## config.mk

```make
export PLATFORM = sky130hd
export DESIGN_NAME = frequency_ordered_list_core
export DESIGN_NICKNAME = d
export VERILOG_FILES = /design/src/rtl/fol_pkg.sv /design/src/rtl/frequency_ordered_list_core.sv
export VERILOG_INCLUDE_DIRS = /design/src /design/src/rtl
export SDC_FILE = /design/constraint.sdc
export NUM_CORES = 1
export LEC_CHECK = 0
export BUFFER_PORTS_ARGS = -buffer_cell sky130_fd_sc_hd__buf_2
export CORE_ASPECT_RATIO = 1.4
export CORE_MARGIN = 8
export CORE_UTILIZATION = 58
export DETAILED_ROUTE_END_ITERATION = 10
export PLACE_DENSITY = 0.78
export SYNTH_ARGS = -nofsm -noshare
export SYNTH_HDL_FRONTEND = slang
export SYNTH_SLANG_ARGS = --single-unit
```

## constraint.sdc

```tcl
create_clock -name clk_i -period 6.7 [get_ports clk_i]
set_clock_uncertainty 0.15 [all_clocks]
set_input_delay 1.34 -clock clk_i [delete_from_list [all_inputs] [get_ports clk_i]]
set_output_delay 1.34 -clock clk_i [all_outputs]
set_load 0.02 [all_outputs]
```

## src/rtl/frequency_ordered_list_core_assert.svh

```systemverilog
// Assertion macros for the frequency ordered list core.
// Expects clk_i and rst_ni in the scope of the module that includes it.
`ifndef FREQUENCY_ORDERED_LIST_CORE_ASSERT_SVH
`define FREQUENCY_ORDERED_LIST_CORE_ASSERT_SVH

// Checked only outside reset.
`define FOL_ASSERT(lbl, prop, msg) \
  lbl: assert property (@(posedge clk_i) disable iff (!rst_ni) prop) else $error(msg);

// Checked at every edge, reset included.
`define FOL_ASSERT_ALWAYS(lbl, prop, msg) \
  lbl: assert property (@(posedge clk_i) prop) else $error(msg);

`endif

```

## src/rtl/fol_pkg.sv

```systemverilog
// Package for the frequency ordered list core: table size, widths, op and status codes.
// No dependencies.
`default_nettype none

package fol_pkg;

  localparam int DEPTH = 16;                 // table entries
  localparam int IDX_W = (DEPTH > 2) ? $clog2(DEPTH) : 1;
  localparam int CNT_W = IDX_W + 1;          // holds 0..DEPTH
  localparam int KEY_W = 8;
  localparam int ACC_W = 15;
  localparam logic [ACC_W-1:0] ACC_MAX = '1; // saturating count limit

  typedef enum logic [1:0] {
    OP_APPEND = 2'd0,
    OP_ACCESS = 2'd1,
    OP_READ   = 2'd2,
    OP_NONE   = 2'd3
  } op_e;

  typedef enum logic [1:0] {
    ST_OK       = 2'd0,
    ST_NOTFOUND = 2'd1,
    ST_FULL     = 2'd2,
    ST_RANGE    = 2'd3
  } status_e;

endpackage

`default_nettype wire

```

## src/rtl/frequency_ordered_list_core.sv

```systemverilog
// Frequency ordered list core: self-organizing table of byte keys with access counts.
// Depends on fol_pkg and frequency_ordered_list_core_assert.svh.
`default_nettype none

`include "frequency_ordered_list_core_assert.svh"

// A command is taken when start is high and busy is low; its one result shows on
// the result ports, flagged by done_o for exactly one cycle, and cannot be held off.
// Append, read and the unused op finish in the accept cycle: done_o rises on the
// next cycle and busy never rises, so a new command may follow back to back.
// In an access the walk visits each of the used entries once, and every matching
// entry then scans from the head up to its new place, one entry per cycle, before
// done_o rises. The key/count table has a single read port and one count compare
// unit, and that shared path sets the cost of an access.
// Moving a matched entry forward shifts the entries between its old and new place
// in the same cycle as the insert. No clearing pass is needed after reset: only the
// first used entries are ever read.
module frequency_ordered_list_core (
  input  wire logic                      clk_i,
  input  wire logic                      rst_ni,
  input  wire logic                      start,
  output logic                           busy,
  input  wire logic [1:0]                op_i,
  input  wire logic [fol_pkg::KEY_W-1:0] key_i,
  input  wire logic [3:0]                position_i,
  output logic                           done_o,
  output logic [1:0]                     status_o,
  output logic [4:0]                     match_count_o,
  output logic [fol_pkg::KEY_W-1:0]      entry_key_o,
  output logic [fol_pkg::ACC_W-1:0]      entry_count_o,
  output logic [3:0]                     entry_position_o
);

  import fol_pkg::*;

  typedef enum logic [1:0] {
    S_IDLE,
    S_WALK,
    S_SEARCH
  } state_e;

  state_e            state_q;
  logic [CNT_W-1:0]  used_q;     // valid entries
  logic [IDX_W-1:0]  i_q;        // walk position
  logic [IDX_W-1:0]  j_q;        // search position
  logic [CNT_W-1:0]  matches_q;
  logic [KEY_W-1:0]  key_q;      // key being looked up
  logic [ACC_W-1:0]  cnt_q;      // updated count of the latest match
  logic [IDX_W-1:0]  last_pos_q; // where the latest match landed

  // Table storage, no reset: entries at or past used_q are never read.
  logic [KEY_W-1:0]  keys_q   [DEPTH];
  logic [ACC_W-1:0]  counts_q [DEPTH];

  logic [IDX_W-1:0]  rd_idx;
  logic [KEY_W-1:0]  rd_key;
  logic [ACC_W-1:0]  rd_cnt;
  logic [ACC_W-1:0]  cnt_inc;
  logic              accept;
  logic              full;
  logic              last_walk;
  logic              found_slot;
  logic              do_append;
  logic              do_move;
  op_e               op;

  assign op     = op_e'(op_i);
  assign busy   = (state_q != S_IDLE);
  assign accept = start && !busy;
  assign full   = (used_q == CNT_W'(DEPTH));

  // Single read port: read position when idle, walk or search pointer otherwise.
  always_comb begin
    unique case (state_q)
      S_WALK:   rd_idx = i_q;
      S_SEARCH: rd_idx = j_q;
      S_IDLE:   rd_idx = IDX_W'(position_i);
      default:  rd_idx = IDX_W'(position_i);
    endcase
  end

  assign rd_key  = keys_q[rd_idx];
  assign rd_cnt  = counts_q[rd_idx];
  assign cnt_inc = (rd_cnt == ACC_MAX) ? ACC_MAX : rd_cnt + ACC_W'(1);

  // Walk ends after the entry just before used_q.
  assign last_walk  = ((CNT_W'(i_q) + CNT_W'(1)) == used_q);
  // First entry ahead with a lower count, or the match's own slot.
  assign found_slot = (j_q == i_q) || (rd_cnt < cnt_q);

  assign do_append = accept && (op == OP_APPEND) && !full;
  assign do_move   = (state_q == S_SEARCH) && found_slot;

  // Table writes: append at the tail, or insert the match at j_q and push
  // entries j_q..i_q-1 one place toward the tail.
  always_ff @(posedge clk_i) begin
    if (do_append) begin
      keys_q[used_q[IDX_W-1:0]]   <= key_i;
      counts_q[used_q[IDX_W-1:0]] <= '0;
    end else if (do_move) begin
      for (int k = 0; k < DEPTH; k++) begin
        if (k == int'(j_q)) begin
          keys_q[k]   <= key_q;
          counts_q[k] <= cnt_q;
        end else if ((k > int'(j_q)) && (k <= int'(i_q))) begin
          keys_q[k]   <= keys_q[IDX_W'(k - 1)];
          counts_q[k] <= counts_q[IDX_W'(k - 1)];
        end
      end
    end
  end

  // Sequencer and registered result.
  always_ff @(posedge clk_i or negedge rst_ni) begin
    if (!rst_ni) begin
      state_q          <= S_IDLE;
      used_q           <= '0;
      i_q              <= '0;
      j_q              <= '0;
      matches_q        <= '0;
      key_q            <= '0;
      cnt_q            <= '0;
      last_pos_q       <= '0;
      done_o           <= 1'b0;
      status_o         <= ST_OK;
      match_count_o    <= '0;
      entry_key_o      <= '0;
      entry_count_o    <= '0;
      entry_position_o <= '0;
    end else begin
      done_o <= 1'b0;
      unique case (state_q)
        S_IDLE: begin
          if (accept) begin
            status_o         <= ST_OK;
            match_count_o    <= '0;
            entry_key_o      <= '0;
            entry_count_o    <= '0;
            entry_position_o <= '0;
            case (op)
              OP_APPEND: begin
                done_o <= 1'b1;
                if (full) begin
                  status_o <= ST_FULL;
                end else begin
                  entry_key_o      <= key_i;
                  entry_position_o <= 4'(used_q);
                  used_q           <= used_q + CNT_W'(1);
                end
              end
              OP_ACCESS: begin
                if (used_q == '0) begin
                  done_o   <= 1'b1;
                  status_o <= ST_NOTFOUND;
                end else begin
                  key_q     <= key_i;
                  i_q       <= '0;
                  matches_q <= '0;
                  state_q   <= S_WALK;
                end
              end
              OP_READ: begin
                done_o <= 1'b1;
                if (int'(position_i) >= int'(used_q)) begin
                  status_o <= ST_RANGE;
                end else begin
                  entry_key_o      <= rd_key;
                  entry_count_o    <= rd_cnt;
                  entry_position_o <= position_i;
                end
              end
              default: begin
                done_o <= 1'b1;
              end
            endcase
          end
        end

        S_WALK: begin
          if (rd_key == key_q) begin
            matches_q <= matches_q + CNT_W'(1);
            cnt_q     <= cnt_inc;
            j_q       <= '0;
            state_q   <= S_SEARCH;
          end else if (last_walk) begin
            done_o           <= 1'b1;
            state_q          <= S_IDLE;
            entry_position_o <= '0;
            if (matches_q == '0) begin
              status_o      <= ST_NOTFOUND;
              match_count_o <= '0;
              entry_key_o   <= '0;
              entry_count_o <= '0;
            end else begin
              status_o         <= ST_OK;
              match_count_o    <= 5'(matches_q);
              entry_key_o      <= key_q;
              entry_count_o    <= cnt_q;
              entry_position_o <= 4'(last_pos_q);
            end
          end else begin
            i_q <= i_q + IDX_W'(1);
          end
        end

        S_SEARCH: begin
          if (found_slot) begin
            last_pos_q <= j_q;
            if (last_walk) begin
              // A match was just placed, so the result is always ok.
              done_o           <= 1'b1;
              state_q          <= S_IDLE;
              status_o         <= ST_OK;
              match_count_o    <= 5'(matches_q);
              entry_key_o      <= key_q;
              entry_count_o    <= cnt_q;
              entry_position_o <= 4'(j_q);
            end else begin
              i_q     <= i_q + IDX_W'(1);
              state_q <= S_WALK;
            end
          end else begin
            j_q <= j_q + IDX_W'(1);
          end
        end

        default: begin
          state_q <= S_IDLE;
        end
      endcase
    end
  end

  // ---------------------------------------------------------------------------
  // Assertions
  `FOL_ASSERT(a_no_done_while_busy, busy |-> !done_o, "result strobe while busy")
  `FOL_ASSERT(a_accept_progress, (start && !busy) |=> (done_o || busy), "transaction dropped")
  `FOL_ASSERT(a_used_bound, used_q <= CNT_W'(DEPTH), "entry count above table size")
  `FOL_ASSERT(a_search_bound, (state_q == S_SEARCH) |-> (j_q <= i_q), "search passed match")

endmodule

`default_nettype wire
```

-- Word-level counts from Yosys, hierarchy flattened
Memories as Yosys holds them, arrays and structs flattened.
Cells that the tools add are included.
- register bits: 82
- latch bits: 0
- RAM bits: 368
- ROM bits: 0
- input port bits: 17
- output and inout bits: 36
- logic and storage cells: 417
- memories kept: 2
- add/subtract/negate cells: 6
- $mul: 0
- divide/modulo/power cells: 0
- $lt $le $gt $ge: 32
- eq/ne operators: 34
- shift-type cells: 0
- multiplexer cells: 255
- bitwise operators: 32
- reduce and logical (&&, ||, !) cells: 42
- memory list (name ; depth ; width ; rd ports ; clocked after memory_dff ; write ports ; line ; text):
    counts_q ; 16 ; 15 ; 16 ; 0 ; 16 ; frequency_ordered_list_core.sv:53 ; logic [ACC_W-1:0] counts_q [DEPTH];
    keys_q ; 16 ; 8 ; 16 ; 0 ; 16 ; frequency_ordered_list_core.sv:52 ; logic [KEY_W-1:0] keys_q [DEPTH];
- operators by type and width (cell ; count):
    $mux W15 ; 25
    $mux W8 ; 24
    $mux W1 ; 152
    $mux W4 ; 18
    $mux W5 ; 10
    $pmux W15 S3 ; 1
    $eq A4 B4 Y1 const A ; 8
    $gt A4 B4 Y1 const A ; 8
    $le A4 B4 Y1 const A ; 8
    $or A1 B1 Y1 ; 30
    $mux W2 ; 12
    $pmux W4 S2 ; 3
    $pmux W4 S3 ; 2
    $pmux W8 S3 ; 1
    $logic_and A1 B1 Y1 ; 19
    $pmux W2 S3 ; 3
    $eq A3 B4 Y1 const A ; 4
    $gt A3 B4 Y1 const A ; 4
    $le A3 B4 Y1 const A ; 4
    $ne A2 B2 Y1 const B ; 8
    $pmux W8 S2 ; 1
    $add A15 B1 Y15 const B ; 1
    $eq A15 B15 Y1 const B ; 1
    $lt A15 B15 Y1 ; 1
    36 further kinds ; 53

-- Depth between registers and ports, before layout
An unclocked memory read counts as a cell.
- word-level depth: 11
- mapped depth: 30
- depth with buffers taken out: 19

-- Worst setup path after synthesis
Ideal clock, no wire load.
- path type: in2reg
- from: input position_i[0]
- to: memory counts_q[9][0], enable pin
- library setup time: 0.658 ns
- arrival time: 6.420 ns
- data required time: 5.892 ns
- path slack: -0.528 ns
- stages on the path: 24
- buffers on the path: 10
- path through: nor2_1 > a21oi_2 > buf_6 > buf_6 > buf_6 > buf_6 > buf_6 > buf_4 > mux4_2 > a22oi_1 > nand3_1 > ha_1 > o21a_1 > o21ai_0 > a211o_1 > a21oi_1 > o21a_1 > buf_2 > nor3_2 > buf_2 > buf_4 > nand4_1 > clkbuf_1 > o311ai_0
- RTL lines (element ; line ; text):
    start, declared ; frequency_ordered_list_core.sv:25 ; input wire logic [3:0] position_i,
    end, declared ; frequency_ordered_list_core.sv:53 ;

-- Worst setup path after layout
- from: register state_q[1]
- to: register entry_count_o[6] in the netlist's numbering
- cells in the longest elaborated chain, start to end: 7
- elaborated cells between the ends (all ways): 23
- those cells by class: 1 x order compare; 8 x eq/ne; 5 x mux; 7 x reduce/logical; 2 x memory
- RTL lines (element ; line ; text):
    start, declared ; frequency_ordered_list_core.sv:42 ; state_e state_q;
    start signal, assigned ; frequency_ordered_list_core.sv:116 ; state_q <= S_IDLE;
    start signal, assigned ; frequency_ordered_list_core.sv:159 ; state_q <= S_WALK;
    start signal, assigned ; frequency_ordered_list_core.sv:184 ; state_q <= S_SEARCH;
    $eq A2 B2 Y1 / $eq A2 B1 Y1 (equally long branches) ; frequency_ordered_list_core.sv:74, frequency_ordered_list_core.sv:132 ;
    $pmux W4 S2 ; frequency_ordered_list_core.sv:74 ; unique case (state_q)
    $mem_v2 Z16 W15 ; - ;
    $lt A15 B15 Y1 / $mux W15 (equally long branches) ; frequency_ordered_list_core.sv:89, frequency_ordered_list_core.sv:164 ;
    $logic_or A1 B1 Y1 / $mux W15 (equally long branches) ; frequency_ordered_list_core.sv:89, frequency_ordered_list_core.sv:140 ;
    $ne A2 B2 Y1 (no source line) / $mux W15 (equally long branches) ; - ;
    $reduce_and A6 Y1 (no source line) / $pmux W15 S3 (equally long branches) ; - ;
    end signal, assigned ; frequency_ordered_list_core.sv:168 ; entry_count_o <= rd_cnt;
    end signal, assigned ; frequency_ordered_list_core.sv:198 ; entry_count_o <= cnt_q;
    end signal, assigned ; frequency_ordered_list_core.sv:216 ; entry_count_o <= cnt_q;
    end, declared ; frequency_ordered_list_core.sv:30 ; output logic [fol_pkg::ACC_W-1:0] entry_count_o,
Parallel ways exist; a longest one is shown, timed or not. The select of a mux whose other input is x is not followed.
A chain may end at the register's enable or synchronous reset.

==> flow_metrics.tcl <==
set metrics [dict create \
    first_pass_iters 6 \
    vias 21300 \
    slew_headroom_pct 6.56 \
    synth.distinct_cells 88 \
    grt_pass1_vias 21200 \
    cp-end-kind "flip-flop" \
    fin_crit_sh_pct 94.9 \
    cts_setup_buffers 0 \
    hpwlAfterDp_um 62200 \
    power.density_nw_per_um2 449 \
    wl_um 90900 \
    wl_per_cell_um 31.4 \
    antenna_found_initial 0 \
    area_growth_pct 10.3 \
    cap_violations 0 \
    start_util_pct 58.7 \
    setup.worst_path.class "flip-flop to flip-flop" \
    grt_overflow 0 \
    htree_levels 2 \
    final_hold_viol_count 0 \
    status "complete, no violations" \
    clock_sinks 450 \
    yosysWarnings 0 \
    ys_ff_latch 450 \
    cts_made_buffers 46 \
    grt_pass1_wl_um 135000 \
    worstMarginPinSlew_ns 1.40 \
    min_period_ns 6.36 \
    fin_nets 2351 \
    die_area_um2 51500 \
    p_total_w 0.0128 \
    die_h_um 265 \
    synth.net_count 2349 \
    fin_ws_ns 0.343 \
    io_pins 53 \
    drc_errors 0 \
    timing.fmax_mhz 157 \
    ant_nets 0 \
    syn_inst 2295 \
    drive_gt1_share_pct 16.3 \
    layout_commonest_cell "edfxtp_1" \
    synth-async-reset-ratio_pct 18.2 \
    clk_latency_ns 0.60 \
    rows 91 \
    place_ws_ns 0.314 \
    cts.repair.resized 0 \
    rsz0062_at_grt "no" \
    hold_ws_ns 0.331 \
    ys.flop_type "edfxtp_1" \
    total_leakage_power_nw 10.9 \
    viasPerCell 7.36 \
    core_um2 43900 \
    setup_violations 0 \
    holdBufCountCts 0 \
    crit_path_start "state_q[1]" \
    final_cell_mix "368 x edfxtp_1, 264 x nand2_1, 190 x o21ai_0" \
    cp.arrival_ns 6.66 \
    synth.avg_cell_area_um2 11.2 \
    crit_path_max_fanout 34 \
    hold_path.class "flip-flop to flip-flop" \
    port_buffers 52 \
    clkSlewWorstSetupHoldPaths_ns 0.06 \
    setup_tns_ns 0 \
    grt_use_total_pct 34.6 \
    cts_root_buffer "clkbuf_16" \
    drt_iter0_drc 2717 \
    syn-cell-area_um2 25800 \
    crit_required_ns 7.00 \
    cts_buffer_depth 3 \
    place.gp.congestion 1.03 \
    ys_seq_area_share_pct 50.8 \
    cts_tree "built" \
    slew_viol_final 0 \
    peakVddDrop_mv 0.263 \
    rr_startpoint "state_q[1]" \
    antenna_cells 0 \
    synth_edf_count 368 \
    hold_start "last_pos_q[1]" \
    grt_max_degree 81 \
    die_x_um 194 \
    cp-start-kind "flip-flop" \
]
[cell type report]
| class | instances | area (µm²) |
|---|---|---|
| Sequential cell | 450 | 13100 |
| Clock inverter | 23 | 243 |
| Timing Repair Buffer | 187 | 1350 |
| Fill cell | 3404 | 15500 |
| Clock buffer | 62 | 1330 |
| Multi-Input combinational cell | 1555 | 11500 |
| Tap cell | 558 | 698 |
| Inverter | 57 | 214 |
[state kept, by name (all words and copies together), names as in the netlist]
register          flops
cnt_q                15
counts_q            240
done_o                1
entry_count_o        15
entry_key_o           8
entry_position_o      4
i_q                   4
j_q                   4
key_q                 8
keys_q              128
last_pos_q            4
match_count_o         5
matches_q             5
state_q               2
status_o              2
used_q                5
[cell families (layout without fill, tap and decap cells)]
group	after synthesis	after routing	synth area share (%)
flops	450	450	50.8
xor+xnor	24	24	0.815
simple gates	585	585	10.6
compound gates	657	657	17.9
mux	252	252	12.9
buf+inv	290	329	5.08
fa+ha+maj	37	37	1.80
[where the power goes]
part,switching (W),internal [W]
Clock,0.00116,0.00158
Combinational,0.00421,0.00225
Sequential,0.000312,0.00324
[through the flow]
stage | area, µm² | util (%) | instances
global placement | 26900 | 61.1 | 2807
finish | 28400 | 64.7 | 2892
floorplan | 25800 | - | 2295
CTS | 28400 | 64.7 | 2892
global route | 28400 | 64.7 | 2892
detailed placement | 26900 | 61.1 | 2807
[cell usage after synthesis, types with 15 or more instances]
master    count  area [µm²]
xnor2_1      15         131
mux2i_1     152        1520
clkbuf_1    141         529
and3_1       31         194
o22ai_1      22         138
nand3_1      62         310
a221oi_1     15         131
a21oi_1      74         370
ha_1         37         463
a31oi_1      17         106
dfrtp_1      82        2050
mux2_2       17         191
o211ai_1     15         113
buf_2        58         290
nor2_1      115         432
inv_1        56         210
a21o_1       17         128
mux4_2       60        1350
nor3_1       20         100
nand2_1     264         991
mux2_1       22         248
o21ai_0     192         961
a22oi_1      27         203
a22o_1      175        1530
edfxtp_1    368       11100
and2_1       18         113
[final timing paths]
path	endpoint	slack (ns)	cells past startpoint
worst max-delay path	entry_count_o[6]	0.34	14
worst min-delay path	last_pos_q[1]	0.33	1
worst max register to register	entry_count_o[6]	0.34	14
worst min register to register	last_pos_q[1]	0.33	1
max in group asynchronous	entry_key_o[7]	4.77	2
min in group asynchronous	entry_count_o[8]	0.39	1
[critical path: stages, from the launching register on]
cell and delay, ns:
dfrtp_1 0.43, inv_1 0.11, ha_2 0.60, or2_1 0.24, a21boi_4 0.62, buf_4 0.48
nand2_1 0.24, buf_4 0.26, o2111ai_1 0.57, o32ai_1 0.18, or4_4 0.52, nor4_4 0.47
and3_1 0.40, nand4b_4 0.54, mux2_1 0.39
[per-layer routing]
| metal | vias up | track usage [%] | share of wire (%) | wire length (µm) |
|---|---|---|---|---|
| met5 | - | 0 | 0 | 0 |
| met4 | 0 | 31.2 | 11 | 9730 |
| met3 | 514 | 5.05 | 9.0 | 8190 |
| met2 | 1602 | 56.6 | 47 | 43200 |
| met1 | 10400 | 39.3 | 33 | 29800 |
| li1 | 8762 | - | - | - |
No activity file was read; power rests on OpenSTA's default activity.
